--- src/hdl/mcr_pkg.sv ---
// Shared types, codes and defaults for the MIDI connection router.
package mcr_pkg;

	localparam int DEF_PORTS       = 8;
	localparam int DEF_CONNECTIONS = 16;

	// Configuration register indexes
	localparam logic [1:0] CFG_PRESENT = 2'd0;
	localparam logic [1:0] CFG_OUTPUT  = 2'd1;
	localparam logic [1:0] CFG_RUNNING = 2'd2;

	// Result outcome codes
	localparam logic [2:0] OUT_ROUTED       = 3'd0;
	localparam logic [2:0] OUT_FILTERED     = 3'd1;
	localparam logic [2:0] OUT_DEST_ERROR   = 3'd2;
	localparam logic [2:0] OUT_NO_ROUTE     = 3'd3;
	localparam logic [2:0] OUT_SLOT_WRITTEN = 3'd4;
	localparam logic [2:0] OUT_NOT_RUNNING  = 3'd5;

	// Status high nibbles
	localparam logic [3:0] TYPE_NOTE_OFF    = 4'h8;
	localparam logic [3:0] TYPE_NOTE_ON     = 4'h9;
	localparam logic [3:0] TYPE_POLY_PRESS  = 4'hA;
	localparam logic [3:0] TYPE_CONTROL     = 4'hB;
	localparam logic [3:0] TYPE_PROGRAM     = 4'hC;
	localparam logic [3:0] TYPE_CHAN_PRESS  = 4'hD;
	localparam logic [3:0] TYPE_BEND        = 4'hE;
	localparam logic [3:0] TYPE_SYSTEM      = 4'hF;

	// Filter bit positions
	localparam int FLT_NOTE     = 0;
	localparam int FLT_CONTROL  = 1;
	localparam int FLT_PROGRAM  = 2;
	localparam int FLT_BEND     = 3;
	localparam int FLT_SYSEX    = 4;
	localparam int FLT_REALTIME = 5;

	localparam logic [7:0] ANY_CHANNEL = 8'hFF;

	typedef struct packed {
		logic       func;
		logic [2:0] source_port;
		logic [7:0] status_byte;
		logic [7:0] data_one;
		logic [7:0] data_two;
		logic [3:0] slot_index;
		logic [2:0] slot_source;
		logic [2:0] slot_dest;
		logic [7:0] slot_src_channel;
		logic [7:0] slot_dst_channel;
		logic [5:0] slot_filter;
		logic       slot_enable;
	} cmd_t;

	typedef struct packed {
		logic [2:0] outcome;
		logic [2:0] route_port;
		logic [7:0] status_out;
		logic [7:0] data_one_out;
		logic [7:0] data_two_out;
		logic [3:0] slot_used;
		logic       last_of_run;
	} result_t;

	// One connection slot as held in the table (enable lives in flops)
	typedef struct packed {
		logic [2:0] src;
		logic [2:0] dst;
		logic [7:0] src_ch;
		logic [7:0] dst_ch;
		logic [5:0] filter;
	} slot_t;

	typedef struct packed {
		logic [7:0] present;
		logic [7:0] outputs;
	} port_cfg_t;

	typedef struct packed {
		logic [2:0] outcome;
		logic [7:0] status;
	} check_t;

endpackage

--- src/hdl/midi_connection_router.sv ---
// Top level of the MIDI connection router: slot table, scan sequencer, result register.
//
//  channel   | direction | handshake                     | payload
//  ----------+-----------+-------------------------------+-------------------------
//  command   | in        | start, busy (taken: start&!busy) | cmd (mcr_pkg::cmd_t)
//  result    | out       | result_strobe, one cycle      | result (mcr_pkg::result_t)
//  config    | in        | cfg_valid, cfg_ready          | cfg_index, cfg_data
//
// A slot write or a route while stopped gives its single item in the cycle
// after start is taken and leaves busy low. A route holds busy while the slot
// table is read one slot per cycle through its single read port, then through
// a wait state for the read and a flush state for the final item. Items leave
// one per matching slot as the scan goes.
// Reset clears the configuration registers, the slot enables and all control.
// The receiver cannot stall; cfg_ready is always high.
module midi_connection_router #(
	parameter int PORTS       = mcr_pkg::DEF_PORTS,
	parameter int CONNECTIONS = mcr_pkg::DEF_CONNECTIONS
) (
	input  logic             clk,
	input  logic             arst_n,
	input  logic             start,
	output logic             busy,
	input  mcr_pkg::cmd_t    cmd,
	output logic             result_strobe,
	output mcr_pkg::result_t result,
	input  logic             cfg_valid,
	output logic             cfg_ready,
	input  logic [1:0]       cfg_index,
	input  logic [7:0]       cfg_data
);

	localparam int IDX_W = (CONNECTIONS > 1) ? $clog2(CONNECTIONS) : 1;
	localparam logic [IDX_W-1:0] LAST_IDX = IDX_W'(CONNECTIONS - 1);

	typedef enum logic [3:0] {
		ST_IDLE  = 4'b0001,
		ST_SCAN  = 4'b0010,
		ST_WAIT  = 4'b0100,
		ST_FLUSH = 4'b1000
	} state_t;

	state_t state_q;

	// Configuration registers
	logic [7:0] present_q;
	logic [7:0] outputs_q;
	logic       running_q;

	// Slot table: payload in memory, enables in flops
	mcr_pkg::slot_t   mem_q [CONNECTIONS];
	logic [CONNECTIONS-1:0] en_q;

	// Held message for the scan
	logic [2:0] src_q;
	logic [7:0] status_q;
	logic [7:0] data_one_q;
	logic [7:0] data_two_q;

	// Scan counter and read stage
	logic [IDX_W-1:0] cnt_q;
	logic             rd_vld_s1;
	logic [IDX_W-1:0] rd_idx_s1;
	logic             rd_en_s1;
	mcr_pkg::slot_t   rd_slot_s1;

	// One result held back until we know whether it is the last
	mcr_pkg::result_t pend_q;
	logic             pend_vld_q;

	mcr_pkg::result_t out_q;
	logic             out_vld_q;

	logic             accept;
	logic             write_cmd;
	logic             slot_in_range;
	logic [IDX_W-1:0] waddr;
	logic             hit;
	mcr_pkg::check_t  chk;
	mcr_pkg::slot_t   wslot;
	mcr_pkg::result_t emit_res;
	logic             emit;
	mcr_pkg::port_cfg_t port_cfg;

	assign busy          = (state_q != ST_IDLE);
	assign cfg_ready     = 1'b1;
	assign result        = out_q;
	assign result_strobe = out_vld_q;

	assign accept        = start && !busy;
	assign write_cmd     = accept && cmd.func;
	assign slot_in_range = (32'(cmd.slot_index) < CONNECTIONS);
	assign waddr         = IDX_W'(cmd.slot_index);

	assign wslot.src    = cmd.slot_source;
	assign wslot.dst    = cmd.slot_dest;
	assign wslot.src_ch = cmd.slot_src_channel;
	assign wslot.dst_ch = cmd.slot_dst_channel;
	assign wslot.filter = cmd.slot_filter;

	assign port_cfg.present = present_q;
	assign port_cfg.outputs = outputs_q;

	// Configuration writes; index beyond the list is dropped
	always_ff @(posedge clk or negedge arst_n) begin
		if (!arst_n) begin
			present_q <= '0;
			outputs_q <= '0;
			running_q <= 1'b0;
		end else if (cfg_valid && cfg_ready) begin
			unique case (cfg_index)
				mcr_pkg::CFG_PRESENT: present_q <= cfg_data;
				mcr_pkg::CFG_OUTPUT:  outputs_q <= cfg_data;
				mcr_pkg::CFG_RUNNING: running_q <= cfg_data[0];
				default: ;
			endcase
		end
	end

	// Table payload: write on a slot command, read the scanned slot
	always_ff @(posedge clk) begin
		if (write_cmd && slot_in_range) begin
			mem_q[waddr] <= wslot;
		end
		rd_slot_s1 <= mem_q[cnt_q];
	end

	// Slot enables, cleared by reset so every slot starts disabled
	always_ff @(posedge clk or negedge arst_n) begin
		if (!arst_n) begin
			en_q <= '0;
		end else if (write_cmd && slot_in_range) begin
			en_q[waddr] <= cmd.slot_enable;
		end
	end

	// Hold the message for the whole scan
	always_ff @(posedge clk) begin
		if (accept) begin
			src_q      <= cmd.source_port;
			status_q   <= cmd.status_byte;
			data_one_q <= cmd.data_one;
			data_two_q <= cmd.data_two;
		end
		rd_idx_s1 <= cnt_q;
		rd_en_s1  <= en_q[cnt_q];
	end

	// Sequencer: advance one slot per cycle, then wait out the read, then flush
	always_ff @(posedge clk or negedge arst_n) begin
		if (!arst_n) begin
			state_q   <= ST_IDLE;
			cnt_q     <= '0;
			rd_vld_s1 <= 1'b0;
		end else begin
			rd_vld_s1 <= (state_q == ST_SCAN);
			unique case (state_q)
				ST_IDLE: begin
					cnt_q <= '0;
					if (accept && !cmd.func && running_q) begin
						state_q <= ST_SCAN;
					end
				end
				ST_SCAN: begin
					if (cnt_q == LAST_IDX) begin
						state_q <= ST_WAIT;
					end else begin
						cnt_q <= cnt_q + 1'b1;
					end
				end
				ST_WAIT: begin
					state_q <= ST_FLUSH;
				end
				ST_FLUSH: begin
					state_q <= ST_IDLE;
				end
				default: begin
					state_q <= ST_IDLE;
				end
			endcase
		end
	end

	// Shared slot evaluation unit
	mcr_slot_check #(
		.PORTS(PORTS)
	) u_check (
		.slot   (rd_slot_s1),
		.status (status_q),
		.ports  (port_cfg),
		.check  (chk)
	);

	assign hit = rd_vld_s1 && rd_en_s1 && (rd_slot_s1.src == src_q);

	// Pick what leaves this cycle
	always_comb begin
		emit     = 1'b0;
		emit_res = pend_q;
		if (accept && cmd.func) begin
			emit                  = 1'b1;
			emit_res.outcome      = mcr_pkg::OUT_SLOT_WRITTEN;
			emit_res.route_port   = 3'd0;
			emit_res.status_out   = cmd.status_byte;
			emit_res.data_one_out = cmd.data_one;
			emit_res.data_two_out = cmd.data_two;
			emit_res.slot_used    = cmd.slot_index;
			emit_res.last_of_run  = 1'b1;
		end else if (accept && !running_q) begin
			emit                  = 1'b1;
			emit_res.outcome      = mcr_pkg::OUT_NOT_RUNNING;
			emit_res.route_port   = 3'd0;
			emit_res.status_out   = cmd.status_byte;
			emit_res.data_one_out = cmd.data_one;
			emit_res.data_two_out = cmd.data_two;
			emit_res.slot_used    = 4'd0;
			emit_res.last_of_run  = 1'b1;
		end else if (state_q == ST_FLUSH) begin
			emit                 = 1'b1;
			emit_res.last_of_run = 1'b1;
			if (!pend_vld_q) begin
				emit_res.outcome      = mcr_pkg::OUT_NO_ROUTE;
				emit_res.route_port   = 3'd0;
				emit_res.status_out   = status_q;
				emit_res.data_one_out = data_one_q;
				emit_res.data_two_out = data_two_q;
				emit_res.slot_used    = 4'd0;
			end
		end else if (hit && pend_vld_q) begin
			// a newer match proves the held item is not the last
			emit                 = 1'b1;
			emit_res.last_of_run = 1'b0;
		end
	end

	// Held result: replace on every match, drop after the flush
	always_ff @(posedge clk or negedge arst_n) begin
		if (!arst_n) begin
			pend_vld_q <= 1'b0;
		end else if (state_q == ST_FLUSH) begin
			pend_vld_q <= 1'b0;
		end else if (hit) begin
			pend_vld_q <= 1'b1;
		end
	end

	always_ff @(posedge clk) begin
		if (hit) begin
			pend_q.outcome      <= chk.outcome;
			pend_q.route_port   <= rd_slot_s1.dst;
			pend_q.status_out   <= chk.status;
			pend_q.data_one_out <= data_one_q;
			pend_q.data_two_out <= data_two_q;
			pend_q.slot_used    <= 4'(rd_idx_s1);
			pend_q.last_of_run  <= 1'b0;
		end
	end

	// Result register: each item shows for exactly one cycle
	always_ff @(posedge clk or negedge arst_n) begin
		if (!arst_n) begin
			out_vld_q <= 1'b0;
		end else begin
			out_vld_q <= emit;
		end
	end

	always_ff @(posedge clk) begin
		if (emit) begin
			out_q <= emit_res;
		end
	end

`ifndef SYNTHESIS
	a_idle_no_pending: assert property (@(posedge clk) disable iff (!arst_n)
		(state_q == ST_IDLE) |-> !pend_vld_q)
		else $error("held result left over while idle");

	a_last_when_free: assert property (@(posedge clk) disable iff (!arst_n)
		(result_strobe && result.last_of_run) |-> !busy)
		else $error("final item shown while still busy");

	a_more_follows: assert property (@(posedge clk) disable iff (!arst_n)
		(result_strobe && !result.last_of_run) |-> busy)
		else $error("non-final item with no scan in progress");

	a_read_in_scan: assert property (@(posedge clk) disable iff (!arst_n)
		rd_vld_s1 |-> ((state_q == ST_SCAN) || (state_q == ST_WAIT)))
		else $error("slot read outside a scan");

	a_outcome_code: assert property (@(posedge clk) disable iff (!arst_n)
		result_strobe |-> (result.outcome <= mcr_pkg::OUT_NOT_RUNNING))
		else $error("unknown outcome code");
`endif

endmodule

--- src/hdl/mcr_slot_check.sv ---
// Slot evaluation unit: filter, destination check and channel remap for one slot.
module mcr_slot_check #(
	parameter int PORTS = mcr_pkg::DEF_PORTS
) (
	input  mcr_pkg::slot_t     slot,
	input  logic [7:0]         status,
	input  mcr_pkg::port_cfg_t ports,
	output mcr_pkg::check_t    check
);

	logic type_hit;
	logic blocked;
	logic dest_bad;

	always_comb begin
		type_hit = 1'b0;
		case (status[7:4]) inside
			mcr_pkg::TYPE_NOTE_OFF, mcr_pkg::TYPE_NOTE_ON: begin
				type_hit = slot.filter[mcr_pkg::FLT_NOTE];
			end
			mcr_pkg::TYPE_CONTROL: begin
				type_hit = slot.filter[mcr_pkg::FLT_CONTROL];
			end
			mcr_pkg::TYPE_PROGRAM: begin
				type_hit = slot.filter[mcr_pkg::FLT_PROGRAM];
			end
			mcr_pkg::TYPE_BEND: begin
				type_hit = slot.filter[mcr_pkg::FLT_BEND];
			end
			mcr_pkg::TYPE_SYSTEM: begin
				// realtime bytes have bit 3 of the status set
				type_hit = status[3] ? slot.filter[mcr_pkg::FLT_REALTIME]
				                     : slot.filter[mcr_pkg::FLT_SYSEX];
			end
			default: begin
				type_hit = 1'b0;
			end
		endcase
	end

	always_comb begin
		blocked = (slot.filter != 6'd0) &&
		          (((slot.src_ch != mcr_pkg::ANY_CHANNEL) &&
		            ({4'd0, status[3:0]} != slot.src_ch)) || type_hit);
		dest_bad = (32'(slot.dst) >= PORTS) || !ports.present[slot.dst] ||
		           !ports.outputs[slot.dst];

		check.status = status;
		if (blocked) begin
			check.outcome = mcr_pkg::OUT_FILTERED;
		end else if (dest_bad) begin
			check.outcome = mcr_pkg::OUT_DEST_ERROR;
		end else begin
			check.outcome = mcr_pkg::OUT_ROUTED;
			if ((slot.dst_ch != mcr_pkg::ANY_CHANNEL) && (status[7:4] != mcr_pkg::TYPE_SYSTEM)) begin
				check.status = {status[7:4], slot.dst_ch[3:0]};
			end
		end
	end

endmodule
--- config.mk ---
export PLATFORM = sky130hd
export DESIGN_NAME = midi_connection_router
export DESIGN_NICKNAME = d
export VERILOG_FILES = /design/src/hdl/mcr_pkg.sv /design/src/hdl/midi_connection_router.sv /design/src/hdl/mcr_slot_check.sv
export SDC_FILE = /design/constraint.sdc
export NUM_CORES = 1
export LEC_CHECK = 0
export BUFFER_PORTS_ARGS = -buffer_cell sky130_fd_sc_hd__clkbuf_2
export CAP_MARGIN = 20
export CELL_PAD_IN_SITES_DETAIL_PLACEMENT = 0
export CELL_PAD_IN_SITES_GLOBAL_PLACEMENT = 1
export CORE_MARGIN = 1
export CORE_UTILIZATION = 30
export DETAILED_ROUTE_END_ITERATION = 8
export PLACE_DENSITY_LB_ADDON = 0.08
export SETUP_SLACK_MARGIN = 0.3
export SYNTH_ARGS = -nofsm -noshare
export SYNTH_HDL_FRONTEND = slang
export SYNTH_HIERARCHICAL = 1
export SYNTH_SLANG_ARGS = --single-unit
--- constraint.sdc ---
create_clock -name clk -period 4.8 [get_ports clk]
set_clock_uncertainty 0.1 [all_clocks]
set_input_delay 1.2 -clock clk [delete_from_list [all_inputs] [get_ports clk]]
set_output_delay 1.2 -clock clk [all_outputs]
set_load 0.05 [all_outputs]
# ---- Yosys cells after proc, flatten, opt, wreduce, memory -nomap -nowiden
# Memories as Yosys holds them, arrays and structs flattened. A register that Yosys moved wholly into a read port is not among the register bits.
# Cells that the tools add are included.
dict set report word_totals {
  register_bits 145
  latch_bits 0
  mem_bits_rw 448
  mem_bits_ro 0
  output_inout_bits 38
  wordCells 125
  n_memories 1
}
dict set report op_classes {
  addsub 1
  multipliers 0
  div_mod_pow 0
  order_cmp 4
  n_eq_ne 22
  n_shift 0
  mux 37
  bitwise_logic 0
  n_reduce_logical 31
}
# name words word_bits read_ports rd_clocked_by_memory_dff wr line_no
set mem_list {}
lappend mem_list {mem_q 16 28 1 1 1 midi_connection_router.sv:51} ;# mcr_pkg::slot_t mem_q [CONNECTIONS];
# op count
set ops {}
lappend ops {{$mux 34} 2}
lappend ops {{$mux 33} 1}
lappend ops {{$eq 4x4->1 const B} 8}
lappend ops {{$mux 29} 1}
lappend ops {{$mux 4} 6}
lappend ops {{$mux 1} 19}
lappend ops {{$bwmux 16} 1}
lappend ops {{$ne 8x8->1 const B} 2}
lappend ops {{$logic_and 1x1->1} 12}
lappend ops {{$pmux 4 s3} 1}
lappend ops {{$lt 4x5->1 const B} 2}
lappend ops {{$reduce_and 2->1} 5}
lappend ops {{$ne 4x8->1} 1}
lappend ops {{$pmux 4 s2} 1}
lappend ops {{$bmux 1 s3} 2}
lappend ops {{$reduce_bool 6->1} 1}
lappend ops {{$logic_not 1->1} 5}
lappend ops {{$add 4x1->4 const B} 1}
lappend ops {{$bmux 1 s4} 1}
lappend ops {{$demux 1 s4} 1}
lappend ops {{$eq 4x1->1 const B} 1}
lappend ops {{$eq 4x2->1 const B} 1}
lappend ops {{$eq 4x3->1 const B} 1}
lappend ops {{$ge 4x1->1 const B} 1}
lappend ops {{other kinds (14)} 18}

# ---- Logic depth before layout (Yosys ltp)
# Gate-level depths: netlist of the first run.
dict set report logic_depth {
  ltp_word 9
  mapped_depth 8
}

# ---- Modules after synthesis
# Netlist of the first run, hierarchy kept.
# mod n_inst cells_per_inst area_per_inst_um2
set by_module_without_submodules {}
lappend by_module_without_submodules {midi_connection_router 1 1192 23184.7}
lappend by_module_without_submodules {mcr_slot_check 1 62 432.9}

# ---- Worst setup path after synthesis of the first run
# Ideal clock, no wire load.
dict set report synth_path {
  path_type {register to register}
  startpoint {reg src_q[1]}
  endpoint {reg out_q (netlist bit result[0]) (enable)}
  setup_ns 0.392
  arrival_ns 4.069
  path_slack_ns 0.239
  path_stages_with_launch 5
  synth_period_minus_slack_ns 4.561
  path_cell_list {edfxtp_1 > xnor2_1 > nand3_1 > nor3_1 > a21o_1}
}
dict set report synth_via {
  elab_chain_cells 7
}
# element line_no
set synth_rtl {}
lappend synth_rtl {{start: declaration} midi_connection_router.sv:55} ;# logic [2:0] src_q;
lappend synth_rtl {{start signal: assignment} midi_connection_router.sv:140} ;# src_q <= cmd.source_port;
lappend synth_rtl {{$eq 3x3->1} midi_connection_router.sv:194} ;# assign hit = rd_vld_s1 && rd_en_s1 && (rd_slot_s1.src == src_q);
lappend synth_rtl {{$logic_and 1x1->1} midi_connection_router.sv:194}
lappend synth_rtl {{via hit} midi_connection_router.sv:78} ;# logic hit;
lappend synth_rtl {{$logic_and 1x1->1} midi_connection_router.sv:229} ;# end else if (hit && pend_vld_q) begin
lappend synth_rtl {{$mux 1} midi_connection_router.sv:229}
lappend synth_rtl {{$mux 1} midi_connection_router.sv:218} ;# end else if (state_q == ST_FLUSH) begin
lappend synth_rtl {{$mux 1} midi_connection_router.sv:209} ;# end else if (accept && !running_q) begin
lappend synth_rtl {{$mux 1} midi_connection_router.sv:200} ;# if (accept && cmd.func) begin
lappend synth_rtl {{via emit} midi_connection_router.sv:82} ;# logic emit;
lappend synth_rtl {{end signal: assignment} midi_connection_router.sv:270} ;# out_q <= emit_res;
lappend synth_rtl {{end: declaration} midi_connection_router.sv:71} ;# mcr_pkg::result_t out_q;
# The timed path passes the listed nets, and every way through them passes these cells.
# A chain may end at the register's enable or synchronous reset.

# ---- Worst setup path in the final report of the first run
dict set report layout_path {
  startpoint {reg state_q[0]}
  endpoint {out busy}
}
dict set report layout_via {
  elab_chain_cells 1
}
# element line_no
set layout_rtl {}
lappend layout_rtl {{start: declaration} midi_connection_router.sv:43} ;# state_t state_q;
lappend layout_rtl {{start signal: assignment} midi_connection_router.sv:152} ;# state_q <= ST_IDLE;
lappend layout_rtl {{start signal: assignment} midi_connection_router.sv:161} ;# state_q <= ST_SCAN;
lappend layout_rtl {{start signal: assignment} midi_connection_router.sv:166} ;# state_q <= ST_WAIT;
lappend layout_rtl {{$ne 4x1->1} midi_connection_router.sv:85} ;# assign busy = (state_q != ST_IDLE);
lappend layout_rtl {{end: declaration} midi_connection_router.sv:23} ;# output logic busy,
# Every way passes these cells.

==> tab_implementation.tex, run 1 <==
\begin{tabular}{lr}
\hline
Metric & Value \\
\hline
\multicolumn{2}{l}{\textbf{STA}} \\
Setup slack after layout & 1.31 ns \\
Total Negative Setup Slacks & 0 ns \\
Worst Hold Margin & 0.301 ns \\
Number of hold violations in the final report & 0 \\
Normalized max-slew margin & 22.6\% \\
Final-report max-slew violation count & 0 \\
Achievable Freq & 0.286 GHz \\
Final worst path period need & 3.49 ns \\
Period utilization & 72.8\% \\
Setup violation total in the final timing report & 0 \\
Slew @ Worst Pin & 1.15 ns \\
Setup repair after global routing missed its margin & false \\
\multicolumn{2}{l}{\textbf{Logic synthesis}} \\
Mapped Area & 23,600 µm² \\
Unique cell type count in the Yosys netlist & 56 \\
Yosys warns & 6 \\
Average instance area after synthesis & 18.8 µm² \\
Seq cells post-synth & 621 \\
Main area contributors after synthesis & edfxtp\_1 69\%, mux2i\_1 6.0\%, mux4\_2 5.5\% \\
Area share of the largest cell type after synthesis & 69.2\% \\
Post-synth EDFFs & 544 \\
Primary flip-flop cell chosen by synthesis mapping & edfxtp\_1 \\
Leading area contributor after synthesis & edfxtp\_1 \\
Share of flip-flops with an asynchronous set or reset after synthesis & 7.09\% \\
Cell types with the highest counts after synthesis & 544 x edfxtp\_1, 142 x mux2i\_1, 58 x a221oi\_1, 58 x mux4\_2, 47 x nor2\_1 \\
Number of nets produced by synthesis & 1,330 \\
Most frequent cell after synthesis & edfxtp\_1 \\
Sequential fraction of the synthesis area & 76.6\% \\
Post-synthesis instance total & 1,254 \\
\multicolumn{2}{l}{\textbf{Die}} \\
Initial standard-cell utilization of the core & 30.4\% \\
Top-Level Pins & 113 \\
Die extent in y & 283 µm \\
X dimension of the die & 283 µm \\
Number of placement rows & 102 \\
Die footprint & 79,900 µm² \\
Standard cell core area & 77,700 µm² \\
\multicolumn{2}{l}{\textbf{Clocking}} \\
Number of sinks on the clock net & 621 \\
Hold buffer count at CTS & 0 \\
Buffer depth of the longest clock path & 3 \\
H-tree lvl count & 3 \\
Clock-pin slew on the worst setup and hold paths & 0.06 ns \\
Root Driver & clkbuf\_16 \\
Number of buffers added by the clock tree synthesis step & 71 \\
Clk Latency, worst-skew pair & 0.60 ns \\
TritonCTS clock tree & built \\
Quantity of gates resized following cts & 0 \\
Setup repair bufs after CTS & 0 \\
\multicolumn{2}{l}{\textbf{Worst hold path}} \\
Min-delay worst type & register to register \\
\multicolumn{2}{l}{\textbf{Global route}} \\
Largest net degree at the start of global routing & 51 \\
Global routing usage summed across all routing layers & 15.8\% \\
Number of antenna violations at the first check in global routing & 0 \\
Number of global-route vias before repair & 12,400 \\
Total grt overflow & 0 \\
Global-route wire length before repair & 89,600 µm \\
\multicolumn{2}{l}{\textbf{Setup path}} \\
Required arrival time at the worst endpoint & 3.50 ns \\
Max Fanout on Critical Path & 8 \\
Critical setup path kind & register to output pin \\
Data arrival at the endpoint of the critical path & 2.19 ns \\
Critical path launch point type & register \\
Kind of end point of the critical path & output pin \\
\multicolumn{2}{l}{\textbf{Placement}} \\
HPWL reported at the end of detailed placement & 40,300 µm \\
Setup slack at placement & 1.12 ns \\
Placed cell areas & 25,600 µm² \\
Placed Instances & 2,373 \\
Placer congestion estimate & 0.775 \\
Count of port buffers added during placement & 111 \\
\multicolumn{2}{l}{\textbf{Finish}} \\
Layout Cell Area excl Fill & 27,900 µm² \\
Number of nets in the finished design & 1,482 \\
Share of final-layout standard cells stronger than drive strength 1 & 24.9\% \\
Antenna diode count & 0 \\
Final core utilization & 35.8\% \\
Final-layout fill cell count & 7,344 \\
Final std cells w/o fill & 2,504 \\
Synth-to-Final Area Change & 18.0\% \\
\multicolumn{2}{l}{\textbf{Power and ir drop}} \\
Power per cell area & 433 nW/µm² \\
Static Leakage & 8.90 nW \\
Peak VDD IR & 0.242 mV \\
Total power consumption of the routed design & 12.1 mW \\
\multicolumn{2}{l}{\textbf{Drt}} \\
DR DRC count & 0 \\
Number of routed nets with antenna violations & 0 \\
Wirelength per Cell & 24.8 µm \\
Number of violations reported at the end of detailed-routing iteration 0 & 787 \\
Post-detailed-route via-to-cell ratio & 4.73 \\
First-pass iteration count of the detailed router & 5 \\
Vias after detailed routing & 11,800 \\
Total wire length after detailed routing & 62,000 µm \\
\multicolumn{2}{l}{\textbf{Job}} \\
MaxCap Viol Count & 0 \\
\multicolumn{2}{l}{\textbf{Status}} \\
Outcome & completed \\
\hline
\end{tabular}
power breakdown:
| part | internal, mW | switching (mW) | total [mW] |
|---|---|---|---|
| Sequential | 6.04 | 0.0728 | 6.12 |
| Combinational | 0.176 | 0.416 | 0.593 |
| Clock | 3.20 | 2.16 | 5.36 |
| Total | 9.42 | 2.65 | 12.1 |
placed cells by master (no fill, tap or decap), drive strengths merged, types with 36 or more instances in the layout:
cell type	synthesis	layout
buf	38	36
mux4	58	58
edfxtp	544	544
mux2	37	37
clkbuf	30	207
nor2	48	48
mux2i	142	142
a221oi	58	58
dfrtp	43	43
nand2	41	41
o21ai	36	36
flip-flops by register name (all words and copies together), names as in the netlist, 16 cells and up:
signal,cells
rd_slot_s1,28
mem_q,448
en_q,16
result,35
pend_q,34
final timing paths:
path                                   start            end  slack, ns  depth (start not counted)
worst max-delay path              state_q[0]           busy       1.31                          4
worst min-delay path            rd_idx_s1[0]      pend_q[1]       0.30                          0
worst max register to register    state_q[0]  mem_q[14][27]       1.61                          5
worst min register to register  rd_idx_s1[0]      pend_q[1]       0.30                          0
max in group asynchronous             arst_n       cnt_q[0]       3.30                          2
min in group asynchronous             arst_n   outputs_q[0]       0.44                          1
routing by layer:
| layer | track usage, % | wire length [µm] | vias up |
|---|---|---|---|
| met4 | 5.03 | 1530 | 0 |
| met2 | 28.1 | 32400 | 222 |
| met3 | 2.59 | 2110 | 79 |
| li1 | - | - | 5389 |
| met5 | 0 | 0 | - |
| met1 | 19.3 | 26000 | 6150 |
worst max-delay path: stages, from the launching register on:
cell	delay, ns
dfstp_2	0.54
nor4b_2	0.45
buf_4	0.26
inv_1	0.10
clkbuf_2	0.25
layout make-up:
| class | count | area (µm²) | area share [%] |
|---|---|---|---|
| flip-flops and latches | 621 | 18100 | 65.0 |
| multi-input cells | 560 | 5300 | 19.0 |
| clock buffers | 96 | 1920 | 6.90 |
| well taps | 1040 | 1300 | 4.67 |
| repair buffers | 147 | 851 | 3.05 |
| clock inverters | 35 | 362 | 1.30 |
| inverters | 5 | 18.8 | 0.0674 |
cells by family (layout without fill, tap and decap cells):
group           count (synthesis)  count (layout)  share of synthesized area, %
flops                         621             621                          76.6
mux                           237             237                          13.3
compound gates                167             167                          4.99
simple gates                  145             145                          3.18
buf+inv                        73             283                          1.50
xor+xnor                        8               8                         0.297
other cells                     2               2                        0.0318
fa+ha+maj                       1               1                        0.0530
Note: power is estimated with default switching activity, not from simulation.
==> run 2, diff against run 1 <==
- ABC_AREA: not set -> 1
- clock period: 4.8 -> 3 ns (I/O delays scaled with it)
==> tab_implementation.tex, run 2 <==
\begin{tabular}{lr}
\hline
Metric & Value \\
\hline
\multicolumn{2}{l}{\textbf{Clocking}} \\
H-tree lvl count & 3 \\
Clk Latency, worst-skew pair & 0.60 ns \\
Root Driver & clkbuf\_16 \\
Number of buffers added by the clock tree synthesis step & 73 \\
Buffer depth of the longest clock path & 3 \\
Clock-pin slew on the worst setup and hold paths & 0.06 ns \\
Number of sinks on the clock net & 621 \\
TritonCTS clock tree & built \\
\multicolumn{2}{l}{\textbf{Power and ir drop}} \\
Sequential cell fraction of total power & 48.4\% \\
Net switching power & 5.41 mW \\
Power per cell area & 680 nW/µm² \\
Clock network fraction of total power & 41.1\% \\
Peak VDD IR & 0.466 mV \\
Combinational Power Share & 10.5\% \\
Internal power contribution & 15.4 mW \\
Switching share of power & 26.0\% \\
Static Leakage & 12.6 nW \\
Total power consumption of the routed design & 20.9 mW \\
\multicolumn{2}{l}{\textbf{Placement}} \\
Count of port buffers added during placement & 111 \\
HPWL reported at the end of detailed placement & 47,500 µm \\
Placer congestion estimate & 0.752 \\
\multicolumn{2}{l}{\textbf{Die}} \\
Top-Level Pins & 113 \\
Die footprint & 88,300 µm² \\
Number of placement rows & 107 \\
X dimension of the die & 297 µm \\
Standard cell core area & 85,700 µm² \\
Die extent in y & 297 µm \\
Initial standard-cell utilization of the core & 30.5\% \\
\multicolumn{2}{l}{\textbf{Global route}} \\
Global-route wire length before repair & 114,000 µm \\
Largest net degree at the start of global routing & 86 \\
Total grt overflow & 0 \\
Number of global-route vias before repair & 17,100 \\
Global routing usage summed across all routing layers & 17.3\% \\
Number of antenna violations at the first check in global routing & 5 \\
\multicolumn{2}{l}{\textbf{STA}} \\
Setup violation total in the final timing report & 0 \\
Final-report max-slew violation count & 0 \\
Number of hold violations in the final report & 0 \\
Setup repair after global routing missed its margin & false \\
Achievable Freq & 0.392 GHz \\
Normalized max-slew margin & 48.5\% \\
Period utilization & 85.1\% \\
Final worst path period need & 2.55 ns \\
Total Negative Setup Slacks & 0 ns \\
Slew @ Worst Pin & 0.770 ns \\
\multicolumn{2}{l}{\textbf{Logic synthesis}} \\
Yosys warns & 6 \\
Share of flip-flops with an asynchronous set or reset after synthesis & 7.09\% \\
Sequential fraction of the synthesis area & 69.2\% \\
Main area contributors after synthesis & edfxtp\_1 62\%, nand2\_1 16\%, nand3\_1 4.5\% \\
Post-synthesis instance total & 2,589 \\
Unique cell type count in the Yosys netlist & 37 \\
Primary flip-flop cell chosen by synthesis mapping & edfxtp\_1 \\
Post-synth EDFFs & 544 \\
Average instance area after synthesis & 10.1 µm² \\
Seq cells post-synth & 621 \\
Area share of the largest cell type after synthesis & 62.5\% \\
Cell types with the highest counts after synthesis & 1,091 x nand2\_1, 544 x edfxtp\_1, 234 x nand3\_1, 229 x nor2\_1, 222 x inv\_1 \\
Most frequent cell after synthesis & nand2\_1 \\
Mapped Area & 26,100 µm² \\
Leading area contributor after synthesis & edfxtp\_1 \\
Number of nets produced by synthesis & 2,665 \\
\multicolumn{2}{l}{\textbf{Drt}} \\
Number of violations reported at the end of detailed-routing iteration 0 & 1,095 \\
Number of routed nets with antenna violations & 0 \\
First-pass iteration count of the detailed router & 5 \\
Wirelength per Cell & 19.5 µm \\
DR DRC count & 0 \\
Total wire length after detailed routing & 76,600 µm \\
Post-detailed-route via-to-cell ratio & 4.46 \\
Vias after detailed routing & 17,500 \\
\multicolumn{2}{l}{\textbf{Finish}} \\
Most used cells in the layout excluding fill and tap cells & 1,089 x nand2\_1, 544 x edfxtp\_1, 234 x nand3\_1, 222 x inv\_1, 213 x nor2\_1 \\
Top Registers & mem\_q: 448 flops, result: 35 flops, pend\_q: 34 flops \\
Antenna diode count & 0 \\
Synth-to-Final Area Change & 17.3\% \\
Most flop-heavy register & mem\_q \\
Number of flip-flops in the largest register & 448 \\
Commonest non-fill, non-tap cell in the layout & nand2\_1 \\
Number of nets in the finished design & 2,798 \\
Share of final-layout standard cells stronger than drive strength 1 & 11.9\% \\
Final core utilization & 35.8\% \\
\multicolumn{2}{l}{\textbf{Setup path}} \\
Max Fanout on Critical Path & 6 \\
Data arrival at the endpoint of the critical path & 1.70 ns \\
Critical setup path kind & register to output pin \\
Critical path launch point type & register \\
Required arrival time at the worst endpoint & 2.15 ns \\
Kind of end point of the critical path & output pin \\
\multicolumn{2}{l}{\textbf{Job}} \\
MaxCap Viol Count & 0 \\
\multicolumn{2}{l}{\textbf{Status}} \\
Outcome & completed \\
\multicolumn{2}{l}{\textbf{Worst hold path}} \\
Min-delay worst type & input pin to register \\
\hline
\end{tabular}
[run 2: changes by cell type in the layout (fill, tap and decap cells not counted), moves of 31 or more]
cell	previous run	this run
a221oi_1	58	0
nand2_1	41	1089
mux4_2	58	0
nor2_1	35	213
mux2_2	31	0
mux2i_1	142	0
inv_1	4	222
nand3_1	8	234
[run 2: area by class of cell]
cell class	count	area [µm²]
fillers	8674	55000
flip-flops and latches	621	18100
multi-input cells	1617	6690
clock buffers	102	2060
well taps	1144	1430
repair buffers	176	1270
inverters	233	882
clock inverters	27	214
[run 2: path summary, 6_finish.rpt]
path | from | end | slack [ns] | cells past startpoint
min in group asynchronous | arst_n | outputs_q[3] | 0.50 | 2
max in group asynchronous | arst_n | en_q[13] | 1.67 | 3
worst min-delay path | cmd[56] | status_q[7] | 0.24 | 1
worst min register to register | rd_idx_s1[0] | pend_q[1] | 0.31 | 0
worst max-delay path | state_q[0] | busy | 0.45 | 4
worst max register to register | state_q[0] | mem_q[1][19] | 0.70 | 8
[run 2: cells by family after synthesis]
| group | synth area share (%) |
|---|---|
| adders and majority gates | 0.0478 |
| DFF | 69.2 |
| buffers and inverters | 5.69 |
| AOI/OAI and AO/OA | 0.641 |
| other | 0.0287 |
| and+or+nand+nor | 24.4 |
[run 2: worst max-delay path, stage by stage (launching register included)]
cell,delay [ns]
dfstp_2,0.53
inv_2,0.06
nor2_4,0.13
nand2_2,0.14
clkbuf_4,0.24
[run 2: repair_timing]
action | CTS | global route
resized for setup | 2 | 1
hold buffers | 1 | 0
cloned | 0 | 0
setup buffers | 0 | 0
hold endpoints to repair | 12 | 0
endpoints found under the setup margin | 1 | 1
[run 2: power by group through the flow]
stage / combinational (mW) / clock (mW) / sequential (mW)
2_1_floorplan: 1.09 / 0 / 10.6
3_3_place_gp: 2.21 / 0 / 10.3
3_5_place_dp: 2.22 / 0 / 10.3
4_1_cts: 2.23 / 8.86 / 10.1
5_1_grt: 2.43 / 9.13 / 10.1
6_report: 2.18 / 8.58 / 10.1
[run 2: metrics by stage]
stage / cells / hold slack (ns) / cell area, µm² / setup slack (ns)
CTS: 3920 / 0.193 / 30700 / 0.339
global placement: 3790 / 0.288 / 28400 / 0.517
detailed placement: 3790 / 0.294 / 28400 / 0.536
global route: 3920 / 0.197 / 30700 / 0.363
finish: 3920 / 0.237 / 30700 / 0.447
floorplan: 2589 / 0.245 / 26200 / 0.0213
[run 2: metal layers]
layer	routed length, µm	global-route usage [%]	up-vias
met3	3000	2.94	96
met1	36500	24.1	8491
met5	13	0	-
met2	35700	28.0	311
met4	1390	4.04	2
li1	-	-	8600
==> run 3, diff against run 2 <==
- clock period: 3 -> 2.34 ns (I/O delays scaled with it)
==> tab_implementation.tex, run 3 (same netlist as run 2, synthesis figures left out) <==
\begin{tabular}{lr}
\hline
Metric & Value \\
\hline
\multicolumn{2}{l}{\textbf{Job}} \\
MaxCap Viol Count & 0 \\
\multicolumn{2}{l}{\textbf{Die}} \\
Standard cell core area & 85,700 µm² \\
Initial standard-cell utilization of the core & 30.5\% \\
Top-Level Pins & 113 \\
Die extent in y & 297 µm \\
Die footprint & 88,300 µm² \\
Number of placement rows & 107 \\
X dimension of the die & 297 µm \\
\multicolumn{2}{l}{\textbf{Global route}} \\
Global routing usage summed across all routing layers & 17.7\% \\
Global-route wire length before repair & 116,000 µm \\
Number of antenna violations at the first check in global routing & 1 \\
Total grt overflow & 0 \\
Number of global-route vias before repair & 17,600 \\
Largest net degree at the start of global routing & 56 \\
\multicolumn{2}{l}{\textbf{Clocking}} \\
Number of sinks on the clock net & 621 \\
TritonCTS clock tree & built \\
Clk Latency, worst-skew pair & 0.61 ns \\
Clock-pin slew on the worst setup and hold paths & 0.06 ns \\
H-tree lvl count & 3 \\
Number of buffers added by the clock tree synthesis step & 74 \\
Root Driver & clkbuf\_16 \\
Buffer depth of the longest clock path & 3 \\
\multicolumn{2}{l}{\textbf{Finish}} \\
Number of nets in the finished design & 2,875 \\
Sequential standard cell area & 18,100 µm² \\
Final core utilization & 38.0\% \\
Share of final-layout standard cells stronger than drive strength 1 & 14.6\% \\
Synth-to-Final Area Change & 24.5\% \\
Final-layout fill cell count & 8,458 \\
Most used cells in the layout excluding fill and tap cells & 1,086 x nand2\_1, 544 x edfxtp\_1, 232 x nand3\_1, 221 x inv\_1, 212 x nor2\_1 \\
Multi-input gate area in the final layout & 6790 µm² \\
Most flop-heavy register & mem\_q \\
Top Registers & mem\_q: 448 flops, result: 35 flops, pend\_q: 34 flops \\
Commonest non-fill, non-tap cell in the layout & nand2\_1 \\
Number of flip-flops in the largest register & 448 \\
Antenna diode count & 0 \\
\multicolumn{2}{l}{\textbf{STA}} \\
Number of hold violations in the final report & 0 \\
Final-report max-slew violation count & 0 \\
Setup violation total in the final timing report & 0 \\
Period utilization & 98.3\% \\
Setup repair after global routing missed its margin & true \\
Worst Hold Margin & 0.0540 ns \\
Slew @ Worst Pin & 0.584 ns \\
Final worst path period need & 2.30 ns \\
Total Negative Setup Slacks & 0 ns \\
Normalized max-slew margin & 60.9\% \\
Achievable Freq & 0.435 GHz \\
\multicolumn{2}{l}{\textbf{Setup path}} \\
Kind of end point of the critical path & register \\
Setup slack of the most critical reg-to-reg path & 0.04 ns \\
Required arrival time at the worst endpoint & 2.55 ns \\
Number of cells on the worst reg-to-reg path & 11 \\
Data arrival at the endpoint of the critical path & 2.51 ns \\
Critical path launch point type & register \\
Critical setup path kind & register to register \\
Terminus of the critical flop-to-flop path & mem\_q[0][14] \\
Start of the worst register-to-register path & state\_q[0] \\
Max Fanout on Critical Path & 5 \\
\multicolumn{2}{l}{\textbf{Drt}} \\
Wirelength per Cell & 20.3 µm \\
DR DRC count & 0 \\
Total wire length after detailed routing & 81,200 µm \\
Number of routed nets with antenna violations & 0 \\
Number of violations reported at the end of detailed-routing iteration 0 & 1,044 \\
Post-detailed-route via-to-cell ratio & 4.47 \\
Vias after detailed routing & 17,900 \\
First-pass iteration count of the detailed router & 4 \\
\multicolumn{2}{l}{\textbf{Status}} \\
Outcome & completed \\
\multicolumn{2}{l}{\textbf{Worst hold path}} \\
Number of cells on the worst hold path & 1 \\
Min-delay worst type & input pin to register \\
Start point of the worst min-delay path & cmd[59] \\
Destination of the worst hold path & src\_q[2] \\
\multicolumn{2}{l}{\textbf{Placement}} \\
Placer congestion estimate & 0.772 \\
HPWL reported at the end of detailed placement & 45,900 µm \\
Count of port buffers added during placement & 111 \\
\multicolumn{2}{l}{\textbf{Power and ir drop}} \\
Static Leakage & 13.4 nW \\
Power per cell area & 857 nW/µm² \\
Peak VDD IR & 0.546 mV \\
\hline
\end{tabular}
-- run 3: cell types whose count changed in the layout (fill, tap and decap cells not counted), moves of 3 or more --
| cell | delta |
|---|---|
| buf_12 | +28 |
| buf_16 | +17 |
| buf_6 | +15 |
| buf_8 | +4 |
| bufinv_16 | +5 |
| clkbuf_1 | -4 |
| clkbuf_16 | +15 |
| clkbuf_8 | +3 |
| clkinv_1 | +7 |
| inv_6 | -3 |
| nand2_1 | -3 |
| nand2_8 | +4 |
-- run 3: report_power, final --
part / switching, mW / internal (mW)
Combinational: 2.25 / 1.03
Clock: 4.56 / 7.12
Sequential: 0.281 / 12.7
Total: 7.09 / 20.8
-- run 3: how the worst max path moves through the flow --
stage | to | slack [ns] | from
after global routing | mem_q[0][23] | -0.03 | state_q[0]
after global placement | mem_q[9][15] | 0.12 | start
after floorplan | mem_q[10][0] | 0.11 | state_q[0]
after CTS | busy | 0.008 | state_q[0]
after detailed placement | mem_q[1][13] | 0.09 | start
final | mem_q[0][14] | 0.04 | state_q[0]
-- run 3: what timing repair did --
item,in CTS,in global routing
endpoints found under the hold margin,16,0
cloned,14,18
gates resized for setup,40,21
endpoints found under the setup margin,365,384
setup buffers,23,8
hold buffers,1,0
pin swaps,7,11
-- run 3: layout make-up --
cell class / instances / share of cell area (%)
Clock buffer: 101 / 6.41
Clock inverter: 35 / 1.15
Inverter: 233 / 2.73
Multi-Input combinational cell: 1617 / 20.8
Sequential cell: 621 / 55.6
Tap cell: 1144 / 4.40
Timing Repair Buffer: 252 / 8.86
-- run 3: through the flow --
stage | cells | setup slack (ns) | power (mW) | instance area (µm²)
floorplan | 2589 | 0.113 | 15.0 | 26300
finish | 4003 | 0.0388 | 27.9 | 32600
global placement | 3803 | 0.119 | 16.1 | 28700
CTS | 3977 | 0.00827 | 28.1 | 32000
global route | 4003 | -0.0348 | 29.1 | 32600
detailed placement | 3803 | 0.0942 | 16.1 | 28700
-- run 3: per-layer routing --
| metal | routed length [µm] | vias to the layer above | GRT usage (%) |
|---|---|---|---|
| li1 | - | 8791 | - |
| met5 | 17 | - | 0 |
| met2 | 39700 | 350 | 29.9 |
| met4 | 1580 | 2 | 4.47 |
| met3 | 3210 | 101 | 2.99 |
| met1 | 36700 | 8657 | 23.6 |
-- run 3: critical path: stages, from the launching register on --
cell and delay [ns]:
dfstp_2 0.54, inv_2 0.05, nor2_4 0.14, nand3_4 0.10
nor2_4 0.21, buf_6 0.13, buf_8 0.11, buf_12 0.12
nand2_8 0.06, nor2_4 0.10, buf_12 0.16, buf_12 0.15
